## src/hdl/fit_policy_hole_allocator_defines.svh

```systemverilog
// Assertion macros for the fit-policy hole allocator.
`ifndef FIT_POLICY_HOLE_ALLOCATOR_DEFINES_SVH
`define FIT_POLICY_HOLE_ALLOCATOR_DEFINES_SVH

// The consequent must hold in the same cycle as the antecedent.
`define FPHA_ASSERT_SAME(label, ante, cons) \
    label: assert property (@(posedge clk) disable iff (!rst_n) (ante) |-> (cons)) \
        else $error("fit policy hole allocator: same-cycle check failed");

// The consequent must hold in the cycle after the antecedent.
`define FPHA_ASSERT_NEXT(label, ante, cons) \
    label: assert property (@(posedge clk) disable iff (!rst_n) (ante) |=> (cons)) \
        else $error("fit policy hole allocator: next-cycle check failed");

`endif

```

## src/hdl/fpha_pkg.sv

```systemverilog
// Shared types and constants for the fit-policy hole allocator.
package fpha_pkg;

    localparam int MAX_HOLES_DEF    = 16;
    localparam int SIZE_BITS_DEF    = 16;
    localparam int FIELD_BITS       = 16;
    localparam int INDEX_FIELD_BITS = 4;
    localparam int COUNT_FIELD_BITS = 5;
    localparam int FUNC_BITS        = 2;
    localparam logic [COUNT_FIELD_BITS-1:0] HOLE_COUNT_RESET = 5'd16;

    typedef enum logic [FUNC_BITS-1:0] {
        FUNC_LOAD  = 2'd0,
        FUNC_FIRST = 2'd1,
        FUNC_BEST  = 2'd2,
        FUNC_WORST = 2'd3
    } func_t;

    typedef enum logic [1:0] {
        S_IDLE,
        S_LOAD,
        S_SCAN,
        S_WRITE
    } state_t;

    typedef struct packed {
        logic                        done;
        logic                        granted;
        logic [INDEX_FIELD_BITS-1:0] chosen_hole;
        logic [FIELD_BITS-1:0]       size_before;
        logic [FIELD_BITS-1:0]       size_after;
    } result_t;

endpackage

```

## src/hdl/fit_policy_hole_allocator.sv

```systemverilog
// Top level of the fit-policy hole allocator: hole table, request engine, hole count register.
// A load request passes through the load state; its result strobe is registered.
// An allocation scans N holes, N being hole_count saturated to MAX_HOLES; first fit
// stops at the first hole that fits, and N = 0 skips the scan and fails.
// The scan is paced by the single table read port, one hole per cycle.
// Reset sets hole_count to 16; table contents are undefined until each hole is loaded.
module fit_policy_hole_allocator #(
    parameter int MAX_HOLES = fpha_pkg::MAX_HOLES_DEF,
    parameter int SIZE_BITS = fpha_pkg::SIZE_BITS_DEF
) (
    input  logic                                  clk,
    input  logic                                  rst_n,
    input  logic                                  start,
    output logic                                  busy,
    input  logic [fpha_pkg::FUNC_BITS-1:0]        func,
    input  logic [fpha_pkg::INDEX_FIELD_BITS-1:0] hole_index,
    input  logic [fpha_pkg::FIELD_BITS-1:0]       hole_size,
    input  logic [fpha_pkg::FIELD_BITS-1:0]       request_size,
    input  logic                                  cfg_we,
    input  logic [fpha_pkg::COUNT_FIELD_BITS-1:0] cfg_wdata,
    output logic                                  done,
    output logic                                  granted,
    output logic [fpha_pkg::INDEX_FIELD_BITS-1:0] chosen_hole,
    output logic [fpha_pkg::FIELD_BITS-1:0]       size_before,
    output logic [fpha_pkg::FIELD_BITS-1:0]       size_after
);
    import fpha_pkg::*;
    `include "fit_policy_hole_allocator_defines.svh"

    localparam int IDX_BITS = (MAX_HOLES > 1) ? $clog2(MAX_HOLES) : 1;
    localparam int CNT_BITS = $clog2(MAX_HOLES + 1);

    // The hole count register is written whenever the write enable is high; the
    // user only writes it while no request is in flight.
    logic [COUNT_FIELD_BITS-1:0] hole_count_reg, hole_count_next;

    // Number of holes that an allocation request searches, saturated to the table depth.
    logic [CNT_BITS-1:0] limit;

    logic                 rd_en;
    logic [IDX_BITS-1:0]  rd_addr;
    logic [SIZE_BITS-1:0] rd_data;
    logic                 wr_en;
    logic [IDX_BITS-1:0]  wr_addr;
    logic [SIZE_BITS-1:0] wr_data;
    result_t              result;

    assign hole_count_next = cfg_we ? cfg_wdata : hole_count_reg;

    always_ff @(posedge clk or negedge rst_n)
    begin
        if (!rst_n)
        begin
            hole_count_reg <= HOLE_COUNT_RESET;
        end
        else
        begin
            hole_count_reg <= hole_count_next;
        end
    end

    always_comb
    begin
        if (int'(hole_count_reg) > MAX_HOLES)
        begin
            limit = CNT_BITS'(MAX_HOLES);
        end
        else
        begin
            limit = CNT_BITS'(hole_count_reg);
        end
    end

    // The engine reads the table one hole per cycle and evaluates each size the
    // cycle after its read. The chosen hole's size is held in the engine, so the
    // write-back needs no second read. Reads of one request never overlap a write
    // of the same request, because the write happens only after the scan ends.
    fpha_engine #(
        .MAX_HOLES (MAX_HOLES),
        .SIZE_BITS (SIZE_BITS),
        .IDX_BITS  (IDX_BITS),
        .CNT_BITS  (CNT_BITS)
    ) u_engine (
        .clk          (clk),
        .rst_n        (rst_n),
        .start        (start),
        .func         (func),
        .hole_index   (hole_index),
        .hole_size    (hole_size),
        .request_size (request_size),
        .limit        (limit),
        .busy         (busy),
        .rd_en        (rd_en),
        .rd_addr      (rd_addr),
        .rd_data      (rd_data),
        .wr_en        (wr_en),
        .wr_addr      (wr_addr),
        .wr_data      (wr_data),
        .result       (result)
    );

    fpha_mem #(
        .DEPTH     (MAX_HOLES),
        .WIDTH     (SIZE_BITS),
        .ADDR_BITS (IDX_BITS)
    ) u_mem (
        .clk     (clk),
        .rd_en   (rd_en),
        .rd_addr (rd_addr),
        .rd_data (rd_data),
        .wr_en   (wr_en),
        .wr_addr (wr_addr),
        .wr_data (wr_data)
    );

    // Each result is shown for exactly one cycle, in the cycle the engine has
    // already returned to idle, so the next request may be accepted alongside it.
    assign done        = result.done;
    assign granted     = result.granted;
    assign chosen_hole = result.chosen_hole;
    assign size_before = result.size_before;
    assign size_after  = result.size_after;

    `FPHA_ASSERT_NEXT(a_accept_sets_busy, start && !busy, busy)
    `FPHA_ASSERT_SAME(a_done_when_idle, done, !busy)
    `FPHA_ASSERT_SAME(a_refused_sizes_zero, done && !granted, (size_before == '0) && (size_after == '0))

endmodule

```

## src/hdl/fpha_mem.sv

```systemverilog
// Hole size table: synchronous single-port-write, single-port-read memory.
module fpha_mem #(
    parameter int DEPTH = fpha_pkg::MAX_HOLES_DEF,
    parameter int WIDTH = fpha_pkg::SIZE_BITS_DEF,
    parameter int ADDR_BITS = (DEPTH > 1) ? $clog2(DEPTH) : 1
) (
    input  logic                 clk,
    input  logic                 rd_en,
    input  logic [ADDR_BITS-1:0] rd_addr,
    output logic [WIDTH-1:0]     rd_data,
    input  logic                 wr_en,
    input  logic [ADDR_BITS-1:0] wr_addr,
    input  logic [WIDTH-1:0]     wr_data
);
    import fpha_pkg::*;

    logic [WIDTH-1:0] mem [DEPTH];

    always_ff @(posedge clk)
    begin
        if (wr_en)
        begin
            mem[wr_addr] <= wr_data;
        end
        if (rd_en)
        begin
            rd_data <= mem[rd_addr];
        end
    end

endmodule

```

## src/hdl/fpha_engine.sv

```systemverilog
// Request sequencer: load, table scan with fit selection, and write-back.
module fpha_engine #(
    parameter int MAX_HOLES = fpha_pkg::MAX_HOLES_DEF,
    parameter int SIZE_BITS = fpha_pkg::SIZE_BITS_DEF,
    parameter int IDX_BITS  = (MAX_HOLES > 1) ? $clog2(MAX_HOLES) : 1,
    parameter int CNT_BITS  = $clog2(MAX_HOLES + 1)
) (
    input  logic                                   clk,
    input  logic                                   rst_n,
    input  logic                                   start,
    input  logic [fpha_pkg::FUNC_BITS-1:0]         func,
    input  logic [fpha_pkg::INDEX_FIELD_BITS-1:0]  hole_index,
    input  logic [fpha_pkg::FIELD_BITS-1:0]        hole_size,
    input  logic [fpha_pkg::FIELD_BITS-1:0]        request_size,
    input  logic [CNT_BITS-1:0]                    limit,
    output logic                                   busy,
    output logic                                   rd_en,
    output logic [IDX_BITS-1:0]                    rd_addr,
    input  logic [SIZE_BITS-1:0]                   rd_data,
    output logic                                   wr_en,
    output logic [IDX_BITS-1:0]                    wr_addr,
    output logic [SIZE_BITS-1:0]                   wr_data,
    output fpha_pkg::result_t                      result
);
    import fpha_pkg::*;

    state_t                      state_reg, state_next;
    func_t                       func_reg, func_next;
    logic [INDEX_FIELD_BITS-1:0] idx_reg, idx_next;
    logic [SIZE_BITS-1:0]        hsize_reg, hsize_next;
    logic [SIZE_BITS-1:0]        req_reg, req_next;
    logic [CNT_BITS-1:0]         cnt_reg, cnt_next;
    logic                        rvalid_reg, rvalid_next;
    logic [IDX_BITS-1:0]         tag_reg, tag_next;
    logic                        found_reg, found_next;
    logic [IDX_BITS-1:0]         pick_reg, pick_next;
    logic [SIZE_BITS-1:0]        best_reg, best_next;
    logic                        done_reg, done_next;
    logic                        granted_reg, granted_next;
    logic [INDEX_FIELD_BITS-1:0] chosen_reg, chosen_next;
    logic [FIELD_BITS-1:0]       before_reg, before_next;
    logic [FIELD_BITS-1:0]       after_reg, after_next;

    logic accept;
    logic fits;
    logic last_tag;
    logic scan_end;
    logic take;
    logic issue;
    logic idx_ok;

    assign accept   = start && (state_reg == S_IDLE);
    assign busy     = (state_reg != S_IDLE);
    assign fits     = (req_reg <= rd_data);
    assign last_tag = (CNT_BITS'(tag_reg) == (limit - CNT_BITS'(1)));
    assign scan_end = rvalid_reg && (last_tag || ((func_reg == FUNC_FIRST) && fits));
    assign idx_ok   = (int'(idx_reg) < MAX_HOLES);
    assign take     = rvalid_reg && fits &&
                      (!found_reg ||
                       ((func_reg == FUNC_BEST) && (rd_data < best_reg)) ||
                       ((func_reg == FUNC_WORST) && (rd_data > best_reg)));
    assign issue    = (state_reg == S_SCAN) && (cnt_reg < limit) && !scan_end;

    // Next-state logic.
    always_comb
    begin
        state_next = state_reg;
        unique case (state_reg)
            S_IDLE:
            begin
                if (accept)
                begin
                    if (func_t'(func) == FUNC_LOAD)
                    begin
                        state_next = S_LOAD;
                    end
                    else if (limit == '0)
                    begin
                        state_next = S_WRITE;
                    end
                    else
                    begin
                        state_next = S_SCAN;
                    end
                end
            end
            S_LOAD:
            begin
                state_next = S_IDLE;
            end
            S_SCAN:
            begin
                if (scan_end)
                begin
                    state_next = S_WRITE;
                end
            end
            S_WRITE:
            begin
                state_next = S_IDLE;
            end
            default:
            begin
                state_next = S_IDLE;
            end
        endcase
    end

    // Datapath, memory control and result logic.
    always_comb
    begin
        func_next    = func_reg;
        idx_next     = idx_reg;
        hsize_next   = hsize_reg;
        req_next     = req_reg;
        cnt_next     = cnt_reg;
        rvalid_next  = 1'b0;
        tag_next     = tag_reg;
        found_next   = found_reg;
        pick_next    = pick_reg;
        best_next    = best_reg;
        done_next    = 1'b0;
        granted_next = granted_reg;
        chosen_next  = chosen_reg;
        before_next  = before_reg;
        after_next   = after_reg;
        rd_en        = 1'b0;
        rd_addr      = cnt_reg[IDX_BITS-1:0];
        wr_en        = 1'b0;
        wr_addr      = pick_reg;
        wr_data      = best_reg - req_reg;

        unique case (state_reg)
            S_IDLE:
            begin
                if (accept)
                begin
                    func_next  = func_t'(func);
                    idx_next   = hole_index;
                    hsize_next = SIZE_BITS'(hole_size);
                    req_next   = SIZE_BITS'(request_size);
                    cnt_next   = '0;
                    found_next = 1'b0;
                end
            end
            S_LOAD:
            begin
                done_next   = 1'b1;
                chosen_next = idx_reg;
                if (idx_ok)
                begin
                    wr_en        = 1'b1;
                    wr_addr      = IDX_BITS'(idx_reg);
                    wr_data      = hsize_reg;
                    granted_next = 1'b1;
                    before_next  = FIELD_BITS'(hsize_reg);
                    after_next   = FIELD_BITS'(hsize_reg);
                end
                else
                begin
                    granted_next = 1'b0;
                    before_next  = '0;
                    after_next   = '0;
                end
            end
            S_SCAN:
            begin
                if (take)
                begin
                    found_next = 1'b1;
                    pick_next  = tag_reg;
                    best_next  = rd_data;
                end
                if (issue)
                begin
                    rd_en       = 1'b1;
                    cnt_next    = cnt_reg + CNT_BITS'(1);
                    tag_next    = cnt_reg[IDX_BITS-1:0];
                    rvalid_next = 1'b1;
                end
            end
            S_WRITE:
            begin
                done_next = 1'b1;
                if (found_reg)
                begin
                    wr_en        = 1'b1;
                    granted_next = 1'b1;
                    chosen_next  = INDEX_FIELD_BITS'(pick_reg);
                    before_next  = FIELD_BITS'(best_reg);
                    after_next   = FIELD_BITS'(best_reg - req_reg);
                end
                else
                begin
                    granted_next = 1'b0;
                    chosen_next  = '0;
                    before_next  = '0;
                    after_next   = '0;
                end
            end
            default:
            begin
                done_next = 1'b0;
            end
        endcase
    end

    always_ff @(posedge clk or negedge rst_n)
    begin
        if (!rst_n)
        begin
            state_reg  <= S_IDLE;
            rvalid_reg <= 1'b0;
            found_reg  <= 1'b0;
            cnt_reg    <= '0;
            done_reg   <= 1'b0;
        end
        else
        begin
            state_reg  <= state_next;
            rvalid_reg <= rvalid_next;
            found_reg  <= found_next;
            cnt_reg    <= cnt_next;
            done_reg   <= done_next;
        end
    end

    always_ff @(posedge clk)
    begin
        func_reg    <= func_next;
        idx_reg     <= idx_next;
        hsize_reg   <= hsize_next;
        req_reg     <= req_next;
        tag_reg     <= tag_next;
        pick_reg    <= pick_next;
        best_reg    <= best_next;
        granted_reg <= granted_next;
        chosen_reg  <= chosen_next;
        before_reg  <= before_next;
        after_reg   <= after_next;
    end

    assign result = '{done:        done_reg,
                      granted:     granted_reg,
                      chosen_hole: chosen_reg,
                      size_before: before_reg,
                      size_after:  after_reg};

endmodule

```

## config.mk

```make
export PLATFORM = sky130hd
export DESIGN_NAME = fit_policy_hole_allocator
export DESIGN_NICKNAME = d
export VERILOG_FILES = /design/src/hdl/fpha_pkg.sv /design/src/hdl/fit_policy_hole_allocator.sv /design/src/hdl/fpha_mem.sv /design/src/hdl/fpha_engine.sv
export VERILOG_INCLUDE_DIRS = /design/src /design/src/hdl
export SDC_FILE = /design/constraint.sdc
export NUM_CORES = 1
export LEC_CHECK = 0
export BUFFER_PORTS_ARGS = -buffer_cell sky130_fd_sc_hd__buf_4
export CAP_MARGIN = 40
export CELL_PAD_IN_SITES_DETAIL_PLACEMENT = 0
export CELL_PAD_IN_SITES_GLOBAL_PLACEMENT = 1
export CORE_ASPECT_RATIO = 1.5
export CORE_UTILIZATION = 45
export CTS_CLUSTER_DIAMETER = 150
export DETAILED_ROUTE_END_ITERATION = 8
export PLACE_DENSITY_LB_ADDON = 0.1
export SLEW_MARGIN = 30
export SYNTH_ARGS = -nofsm -noshare
export SYNTH_HDL_FRONTEND = slang
export SYNTH_SLANG_ARGS = --single-unit
export TNS_END_PERCENT = 20
```

## constraint.sdc

```tcl
create_clock -name clk -period 3.6 [get_ports clk]
set_clock_uncertainty 0.1 [all_clocks]
set_input_delay 0 -clock clk [delete_from_list [all_inputs] [get_ports clk]]
set_output_delay 0 -clock clk [all_outputs]
set_load 0.02 [all_outputs]
```

==> impl_metrics.env <==
export IMPL_slew_violations=0
export IMPL_die_width_um=157
export IMPL_routedWlPerCell_um=23.8
export IMPL_cts_htree_levels=2
export IMPL_status="completed"
export IMPL_syn_avg_cell_area_um2=17.3
export IMPL_wl_um=38800
export IMPL_root_buffer="clkbuf_16"
export IMPL_yosys_warnings=0
export IMPL_diodes=0
export IMPL_arrival_ns=3.59
export IMPL_tightest_slew_ns=0.821
export IMPL_worstSetupPathType="flop to flop"
export IMPL_grt_pass1_vias=9175
export IMPL_slowest_delay_ns=0.52
export IMPL_synth_edf_count=371
export IMPL_worstPathCellList="inv_1, ha_1, inv_1, fa_1, a21o_1, a21oi_1, o21ba_1, o31ai_1, a21oi_1, xor2_1, o21ai_1, buf_4"
export IMPL_top_register="u_mem.mem"
export IMPL_io_buffers=85
export IMPL_worst_r2r_path_depth=12
export IMPL_p_leak_uw=0.00686
export IMPL_clockBufferDepth=3
export IMPL_netlist_area_um2=16300
export IMPL_synthFlopType="edfxtp_1"
export IMPL_drt_initial_drc_count=545
export IMPL_layout_area_overhead_vs_synth_pct=19.2
export IMPL_post_cts_buffers=0
export IMPL_nets=1222
export IMPL_fin_area_um2=19400
export IMPL_place_congestion=0.821
export IMPL_async_reset_ff_frac=0.0389
export IMPL_grt_total_usage=0.220
export IMPL_via_per_inst=5.40
export IMPL_mostFrequentLayoutCells="edfxtp_1 (371), buf_4 (116), mux4_2 (80), nand2_1 (75), inv_1 (58)"
export IMPL_min_path_type="input port to flop"
export IMPL_die_area_um2=37000
export IMPL_overflow=0
export IMPL_synth_cell_types=63
export IMPL_cap_violations=0
export IMPL_fmax_ghz=0.303
export IMPL_worstSkewPairLatency_ns=0.55
export IMPL_crit_end="u_mem.mem[0][10]"
export IMPL_dr_total_vias=8788
export IMPL_dr_pass1_iters=7
export IMPL_crit_fanout=9
export IMPL_r2r_start="u_engine.best_reg[0]"
export IMPL_critPathLaunchType="flop"
export IMPL_nFillCells=2907
export IMPL_antenna_found_initial=0
export IMPL_grt_pass1_wl_um=58000
export IMPL_multi_input_area_um2=4430
export IMPL_die_h_um=235
export IMPL_rsz0062_at_grt="false"
export IMPL_grt_max_degree=70
export IMPL_r2r_end="u_mem.mem[0][10]"
export IMPL_worst_ep_required_time_ns=3.89
export IMPL_layout_drive_gt1_share=0.245
export IMPL_cts_tree="done"
export IMPL_synth_seq_cells=386
export IMPL_initial_core_util=0.456
export IMPL_drc=0
export IMPL_layout_min_cycle_time_ns=3.30
export IMPL_hpwl_um=24800
export IMPL_pin_count=86
export IMPL_largest_register_ffs=256
export IMPL_clkSinkCount=386
export IMPL_powerDensity_nw_per_um2=814
export IMPL_layout_commonest_cell="edfxtp_1"
export IMPL_clk_pin_slew_ns=0.07
export IMPL_place_area_um2=17800
export IMPL_setup_tns_final_ns=0
export IMPL_end_kind="flop"
export IMPL_synth_nets=1044
export IMPL_cts_buffers=38
export IMPL_max_slew_margin_rel=0.449
export IMPL_regArea_um2=11500
export IMPL_setup_viol=0
export IMPL_drtAntennaViolNets=0
export IMPL_cp_startpoint="u_engine.best_reg[0]"
export IMPL_core_area_um2=35700
export IMPL_peakVddDrop_uv=478
export IMPL_synth_seq_area_share=0.707
export IMPL_core_rowCount=85
export IMPL_period_share=0.916
export IMPL_hold_viol=0
export IMPL_crit_path_top_delay_cell="o21ai_1"
export IMPL_regToRegSetupSlack_ns=0.30
export IMPL_synthCells=942
==> how the worst min path moves through the flow <==
stage / from / to / slack [ns] / depth (start not counted)
after floorplan: rst_n / hole_count_reg[0] / -0.40 / 0
after global placement: rst_n / u_engine.state_reg[1] / -0.22 / 1
after detailed placement: rst_n / u_engine.state_reg[1] / -0.22 / 1
after CTS: hole_size[4] / u_engine.hsize_reg[4] / 0.06 / 2
after global routing: hole_index[1] / u_engine.idx_reg[1] / 0.08 / 2
final: hole_index[0] / u_engine.idx_reg[0] / 0.09 / 2
==> area by class of cell <==
type / instances / share of cell area
Clock buffer: 49 / 0.0511
Clock inverter: 19 / 0.00741
Inverter: 60 / 0.0116
Multi-Input combinational cell: 463 / 0.228
Sequential cell: 386 / 0.594
Tap cell: 478 / 0.0308
Timing Repair Buffer: 171 / 0.0769
==> metrics by stage <==
step | instances | utilization | hold slack, ns | total power (uW) | setup WS, ns
finish | 1626 | 0.543 | 0.0887 | 15800 | 0.302
global route | 1626 | 0.543 | 0.0759 | 16600 | 0.140
CTS | 1625 | 0.543 | 0.0628 | 16000 | 0.178
detailed placement | 1510 | 0.498 | -0.218 | 12200 | 0.215
global placement | 1508 | 0.497 | -0.221 | 12100 | 0.125
floorplan | 942 | - | -0.396 | 10300 | 0.247
==> what timing repair did <==
action / in CTS / in global routing
resized for setup: 0 / 2
setup endpoints to repair: 0 / 32
endpoints found under the hold margin: 66 / 0
hold buffers: 47 / 0
==> kinds of logic (layout without fill, tap and decap cells) <==
family	after synthesis	in the layout	share of synthesized area
flip-flops	386	386	0.707
AND/OR/NAND/NOR	174	174	0.0487
AO/OA/AOI/OAI	122	122	0.0496
multiplexers	98	98	0.122
buffers and inverters	93	299	0.0219
adder cells (fa/ha/maj)	55	55	0.0427
XOR/XNOR	14	14	0.00753
==> synth_stat cells, types with 8 or more instances <==
library cell  count  area (um^2)
inv_1            58          218
mux2i_1          10          100
mux4_2           80         1800
nand4_1           9         56.3
ha_1             54          676
mux2_2            8         90.1
nor2_1           41          154
a21oi_1          25          125
xnor2_1           9         78.8
nand2_1          75          282
edfxtp_1        371        11100
nand3_1          12         60.1
clkbuf_1         23         86.3
dfrtp_1          14          350
o21ai_1          11         55.1
o21ai_0          36          180
==> report_power, final <==
group          switching, uW  internal (uW)  leakage (uW)  total, uW
logic                   3190           2010       0.00278       5190
registers                351           6540       0.00354       6900
clock network           1670           2040      0.000543       3710
==> worst max-delay path, delay by kind of cell, from the launching register on <==
kind / cells / cell delay (ns)
buffers and inverters: 3 / 0.42
AO/OA/AOI/OAI: 6 / 1.52
XOR/XNOR: 1 / 0.11
flip-flops: 1 / 0.39
adder cells (fa/ha/maj): 2 / 0.62
==> layer usage <==
| metal | GRT usage | part of all wire | vias up |
|---|---|---|---|
| li1 | - | - | 4051 |
| met1 | 0.292 | 0.42 | 4464 |
| met2 | 0.372 | 0.51 | 215 |
| met3 | 0.0267 | 0.042 | 58 |
| met4 | 0.0765 | 0.029 | 0 |
| met5 | 0 | 0 | - |
No activity file was read; power rests on OpenSTA's default activity.
